==> config.mk <==
export PLATFORM = sky130hd
export DESIGN_NAME = lbs_round
export DESIGN_NICKNAME = d
export VERILOG_FILES = /design/src/rtl/lbs_pkg.sv /design/src/rtl/lbs_round.sv
export SDC_FILE = /design/constraint.sdc
export NUM_CORES = 1
export LEC_CHECK = 0
export BUFFER_PORTS_ARGS = -buffer_cell sky130_fd_sc_hd__buf_2
export CORE_MARGIN = 3
export CORE_UTILIZATION = 25
export CTS_CLUSTER_SIZE = 20
export DETAILED_ROUTE_END_ITERATION = 16
export MAX_ROUTING_LAYER = met4
export PLACE_DENSITY = 0.37
export REMOVE_ABC_BUFFERS = 1
export SETUP_SLACK_MARGIN = 0.02
export SYNTH_ARGS = -nofsm -noshare
export SYNTH_HDL_FRONTEND = slang
export SYNTH_SLANG_ARGS = --single-unit
==> constraint.sdc <==
create_clock -name clk -period 9.8 [get_ports clk]
set_input_delay 0.49 -clock clk [delete_from_list [all_inputs] [get_ports clk]]
set_output_delay 0.49 -clock clk [all_outputs]
set_load 0.03 [all_outputs]
==> src/rtl/lbs_pkg.sv <==
// Shared types, constants and opcodes of the vertex skinning block.
`default_nettype none

package lbs_pkg;

    localparam int NUM_BONES_DEF = 64;
    localparam int MAX_INFL_DEF  = 4;

    // Palette layout: 12 elements per bone, element = row*3 + col, row 3 is translation
    localparam int ELEMS      = 12;
    localparam int COLS       = 3;
    localparam int TRANS_BASE = 9;

    localparam int MAT_W  = 24;
    localparam int VEC_W  = 16;
    localparam int W_W    = 8;
    localparam int IDX_W  = 6;
    localparam int BONE_W = 8;
    localparam int ELEM_W = 4;
    localparam int TEX_W  = 32;

    localparam int PROD_W      = MAT_W + VEC_W;
    localparam int SUM_W       = PROD_W + 2;
    localparam int WPROD_W     = SUM_W + W_W + 1;
    localparam int TERM_W      = SUM_W + W_W;
    localparam int ACC_W       = TERM_W + 2;
    localparam int TRANS_SHIFT = 12;
    localparam int FRAC_SHIFT  = 16;
    localparam int B_W         = ACC_W - FRAC_SHIFT;

    // Rounding and division by 255 after the 2^16 shift
    localparam logic signed [ACC_W-1:0] HALF_D  = ACC_W'(255 * 32768);
    localparam logic signed [B_W-1:0]   SAT_HI  = B_W'(32767 * 255 + 254);
    localparam logic signed [B_W-1:0]   SAT_LO  = -B_W'(32768 * 255);
    localparam logic signed [B_W-1:0]   SAT_OFS = B_W'(32768 * 255);
    localparam int U_W         = 24;
    localparam int RECIP_W     = 25;
    localparam logic [RECIP_W-1:0] RECIP255 = RECIP_W'(16843010);
    localparam int RPROD_W     = U_W + RECIP_W;
    localparam int RECIP_SHIFT = 32;
    localparam logic [VEC_W-1:0] SAT_POS = 16'h7fff;
    localparam logic [VEC_W-1:0] SAT_NEG = 16'h8000;

    // Load address split: addr/12 as (addr*2731)>>15, exact for addr below 4096
    localparam int ADDR_LOW_W    = 12;
    localparam int RECIP12_W     = 12;
    localparam logic [RECIP12_W-1:0] RECIP12 = RECIP12_W'(2731);
    localparam int RECIP12_SHIFT = 15;

    localparam int NUM_STAGES = 8;
    typedef logic [NUM_STAGES:1] stage_vec_t;

    typedef logic [ELEMS-1:0][MAT_W-1:0] bone_mat_t;
    typedef logic [COLS-1:0][VEC_W-1:0]  vec3_t;
    typedef logic [COLS-1:0][TERM_W-1:0] term3_t;

    typedef enum logic [2:0] {
        OP_LOAD  = 3'd0,
        OP_SKIN1 = 3'd1,
        OP_SKIN2 = 3'd2,
        OP_SKIN3 = 3'd3,
        OP_SKIN4 = 3'd4
    } opcode_t;

endpackage

`default_nettype wire

==> src/rtl/lbs_round.sv <==
// Round-to-nearest divide by 255*2^16 and saturation of one component (stages 5 to 8).
`default_nettype none

module lbs_round
    import lbs_pkg::*;
(
    input  wire logic                    clk,
    input  wire stage_vec_t              stage_en,
    input  wire logic signed [ACC_W-1:0] sum_in,
    output logic [VEC_W-1:0]             result
);

    logic signed [ACC_W-1:0] biased;
    logic signed [B_W-1:0]   b_reg;
    logic signed [B_W-1:0]   shifted;
    logic [U_W-1:0]          u_reg;
    logic                    hi6_reg;
    logic                    lo6_reg;
    logic [RPROD_W-1:0]      p_reg;
    logic                    hi7_reg;
    logic                    lo7_reg;
    logic [VEC_W-1:0]        quot;
    logic [VEC_W-1:0]        res_reg;

    assign biased  = sum_in + HALF_D;
    assign shifted = b_reg + SAT_OFS;
    assign quot    = p_reg[RECIP_SHIFT +: VEC_W];

    always_ff @(posedge clk)
    begin
        if (stage_en[5])
        begin
            b_reg <= biased[ACC_W-1:FRAC_SHIFT];
        end
        if (stage_en[6])
        begin
            hi6_reg <= (b_reg > SAT_HI);
            lo6_reg <= (b_reg < SAT_LO);
            u_reg   <= shifted[U_W-1:0];
        end
        if (stage_en[7])
        begin
            p_reg   <= RPROD_W'(u_reg) * RPROD_W'(RECIP255);
            hi7_reg <= hi6_reg;
            lo7_reg <= lo6_reg;
        end
        if (stage_en[8])
        begin
            // quotient carries a +32768 offset: flip the top bit to remove it
            priority if (hi7_reg)
            begin
                res_reg <= SAT_POS;
            end
            else if (lo7_reg)
            begin
                res_reg <= SAT_NEG;
            end
            else
            begin
                res_reg <= {~quot[VEC_W-1], quot[VEC_W-2:0]};
            end
        end
    end

    assign result = res_reg;

endmodule

`default_nettype wire

==> results.md <==
- On the final layout, the worst clock skew is 7.78 ps.
- The row count is 62.
- After synthesis, the cell types taking the most area are sky130_fd_sc_hd__edfxtp_1, sky130_fd_sc_hd__ha_1, sky130_fd_sc_hd__xnor2_1.
- The floorplan step defined a die boundary enclosing 31500 um^2.
- The hold buffer count at CTS is 0.
- Dividing the detail-routed via count by the number of cells gives 4.34.
- Entering global routing, the biggest net connects 37 pins.
- Routability-driven placement finished with a final weighted congestion of 0.814.
- The data arrival at the endpoint of the critical path is 5100 ps.
- The count of buffers added on input and output ports is 57.
- Total power for the finished layout comes to 1.51 mW.
- The share of synthesized registers carrying an async set or reset is 0%.
- Counting the fill cells in the layout gives 2986.
- The reported leakage power is 3.78 nW.
- The required arrival time at the worst endpoint is 9890 ps.
- The via count of the first global-routing pass was 4856.
- The core area is 28900 um^2.
- STA classifies the critical path endpoint as a flip-flop.
- The number of buffers inserted to repair setup after CTS is 0.
- The number of endpoints with negative hold slack in the final report was 0.
- The commonest cells after synthesis are sky130_fd_sc_hd__ha_1, sky130_fd_sc_hd__edfxtp_1, sky130_fd_sc_hd__xnor2_1.
- The maximum clock path buffer count is 2.
- Global routing consumed, on the met3 layer, 1.86% of the routing resources.
- The detail route stage leaves a number of antenna-violating nets equal to 0.
- TritonCTS built the clock tree.
- The max capacitance violation total is 0.
- The initial utilization of the core area, before any placement, comes to 25.5%.
- The power per cell area is 180 nW/um^2.
- Summed over all nets, the half-perimeter wirelength after detailed placement is 12900 um.
- The total clock sinks is 96.
- The finished cells cover 8390 um^2.
- The remaining routing DRC violations is 0.
- For this run, the detailed router's first-pass iteration total came to 4.
- For this run, the leading register cell type out of synthesis is sky130_fd_sc_hd__edfxtp_1.
- The share of cells above drive strength 1 is 11.8%.
- The iteration-0 DRC count of the detailed router is 186.
- The number of cells on the worst reg-to-reg path is 15.
- The min-delay analysis places its worst path in the category reg2reg.
- The worst setup path is launched from a flip-flop.
- The met2 global-route usage is 16.1%.
- The total global routing overflow is 0.
- The met1 track demand over resource in global routing is 14.6%.
- The routed wire length is 15500 um.
- The clock latency reported for the late side of the worst-skew pair is 350 ps.
- The run finished with clean final reports.
- The number of H-tree branching levels is 3.
- Setup repair after global routing left no endpoint under its margin.
- After synthesis, the netlist uses 48 different library cells.
- The average cell area after synthesis is 11.9 um^2.
- The maximum vdd ir drop is 69.9 uV.
- The number of synthesized flops with an enable pin is 96.
- The final antenna diode count is 0.
- The gate count after technology mapping is 617.
- The largest total area in the synthesized netlist belongs to sky130_fd_sc_hd__edfxtp_1.
- Yosys instantiated no cell more often than sky130_fd_sc_hd__ha_1.
- The number of slew-limit violations in the final report is 0.
- Buffers inserted during clock tree synthesis total 9.
- The most congested layer reported by global routing is met2.
- Timing would allow up to 0.200 GHz.
- Setup total negative slack on the finished layout was measured at 0 ps.
- The vias after detailed routing is 4640.
- The instance area after placement is 8100 um^2.
- The transition time at the pin with the least slew margin is 797 ps.
- The wire length of the first global-routing pass is 25400 um.
- The initial antenna violation count is 0.
- The final number of setup-violating endpoints is 0.
- Clock-pin slew was measured on the worst setup and hold paths at 70 ps.
- Yosys printed 0 warnings.
- The final critical path time including I/O delays and setup is 5010 ps.
- The fraction of post-synthesis cell area in the top cell type by area is 39.2%.
- The area of the mapped netlist is 7350 um^2.
- The width of the chip is 177 um.
- The number of gates resized after CTS was 0.
- The tree is rooted in a sky130_fd_sc_hd__clkbuf_16.
- Headroom to the max-slew limit came out at 46.9%.
- The tightest hold margin is 415 ps.
- For this design the top-level I/O count stands at 77.
- The number of storage elements in the synthesis netlist is 96.
- The area growth from synthesis to layout is 14.2%.
- The total track usage is 10.7%.
- The type of the worst setup path is reg2reg.
- The die is 177 um tall.
- Once routing completed, OpenROAD measured the worst setup slack at 4790 ps.
- Of the synthesized area, sequential elements account for 39.2%.
- The number of instances on the worst hold path is 0.
- In this run the worst path has a maximum fanout of 4.
- The setup slack at placement is 4800 ps.
- The final critical path takes up 51.1% of the cycle.
- After detailed routing, the average wire length per cell comes to 14.5 um.
- The number of flip-flops in the largest register is 36.
- For this run, the post-layout net count is 929.
logic make-up after synthesis:
family,after synthesis,synth area share [%]
buf+inv,42,2.16
simple gates,137,9.57
fa+ha+maj,188,33.6
xor+xnor,55,6.55
flops,96,39.2
compound gates,99,8.85
per-layer routing:
| layer | share of wire [%] | vias to the layer above | wire, um |
|---|---|---|---|
| met5 | 0 | - | 0 |
| met4 | 2.2 | 0 | 344 |
| met3 | 3.1 | 14 | 488 |
| met2 | 44 | 74 | 6810 |
| met1 | 51 | 2111 | 7880 |
| li1 | - | 2441 | - |
critical path, cell delays in order, from the launching register on:
cell,delay (ps)
sky130_fd_sc_hd__edfxtp_1,520
sky130_fd_sc_hd__ha_1,330
sky130_fd_sc_hd__ha_1,280
sky130_fd_sc_hd__inv_1,50
sky130_fd_sc_hd__fa_1,500
sky130_fd_sc_hd__inv_1,60
sky130_fd_sc_hd__fa_1,490
sky130_fd_sc_hd__ha_1,320
sky130_fd_sc_hd__ha_1,350
sky130_fd_sc_hd__nand4_1,100
sky130_fd_sc_hd__or3_4,410
sky130_fd_sc_hd__o41ai_2,680
sky130_fd_sc_hd__o221ai_2,200
sky130_fd_sc_hd__a21oi_2,230
sky130_fd_sc_hd__nand2_1,90
sky130_fd_sc_hd__xnor2_1,140
path summary, 6_finish.rpt:
kind,startpoint,endpoint,slack [ps]
setup reg to reg,u_reg[10],p_reg[47],4790
hold reg to reg,b_reg[8],u_reg[8],410
hold / removal,b_reg[8],u_reg[8],410
setup / recovery,u_reg[10],p_reg[47],4790
where the power goes:
group	leakage (nW)	switching [mW]	internal, mW
Clock	0.147	0.169	0.181
Sequential	0.934	0.0295	0.516
Combinational	2.70	0.356	0.257
Total	3.78	0.554	0.954
area by class of cell:
class,count,area [um^2],area share (%)
clock buffer,9,225,2.68
clock inverter,7,73.8,0.879
inverter,37,139,1.65
multi-input combinational,479,4310,51.3
sequential,96,2880,34.3
tap,384,480,5.72
timing repair buffer,57,285,3.40
placed cells by master (no fill, tap or decap), drive strengths merged, types with 11 or more instances in the layout:
cell type	n
a21o	24
a21oi	30
and3	11
buf	57
edfxtp	96
fa	16
ha	172
inv	41
nand2	37
nand3	17
nand4	17
nor2	26
o21ai	18
xnor2	38
xor2	17
per-stage QoR:
stage                     util [%]  std cells
after floorplan                  -        612
after global placement        28.1       1053
after detailed placement      28.1       1053
after CTS                     29.1       1069
after global routing          29.1       1069
final                         29.1       1069
Note: power is estimated with default switching activity, not from simulation.
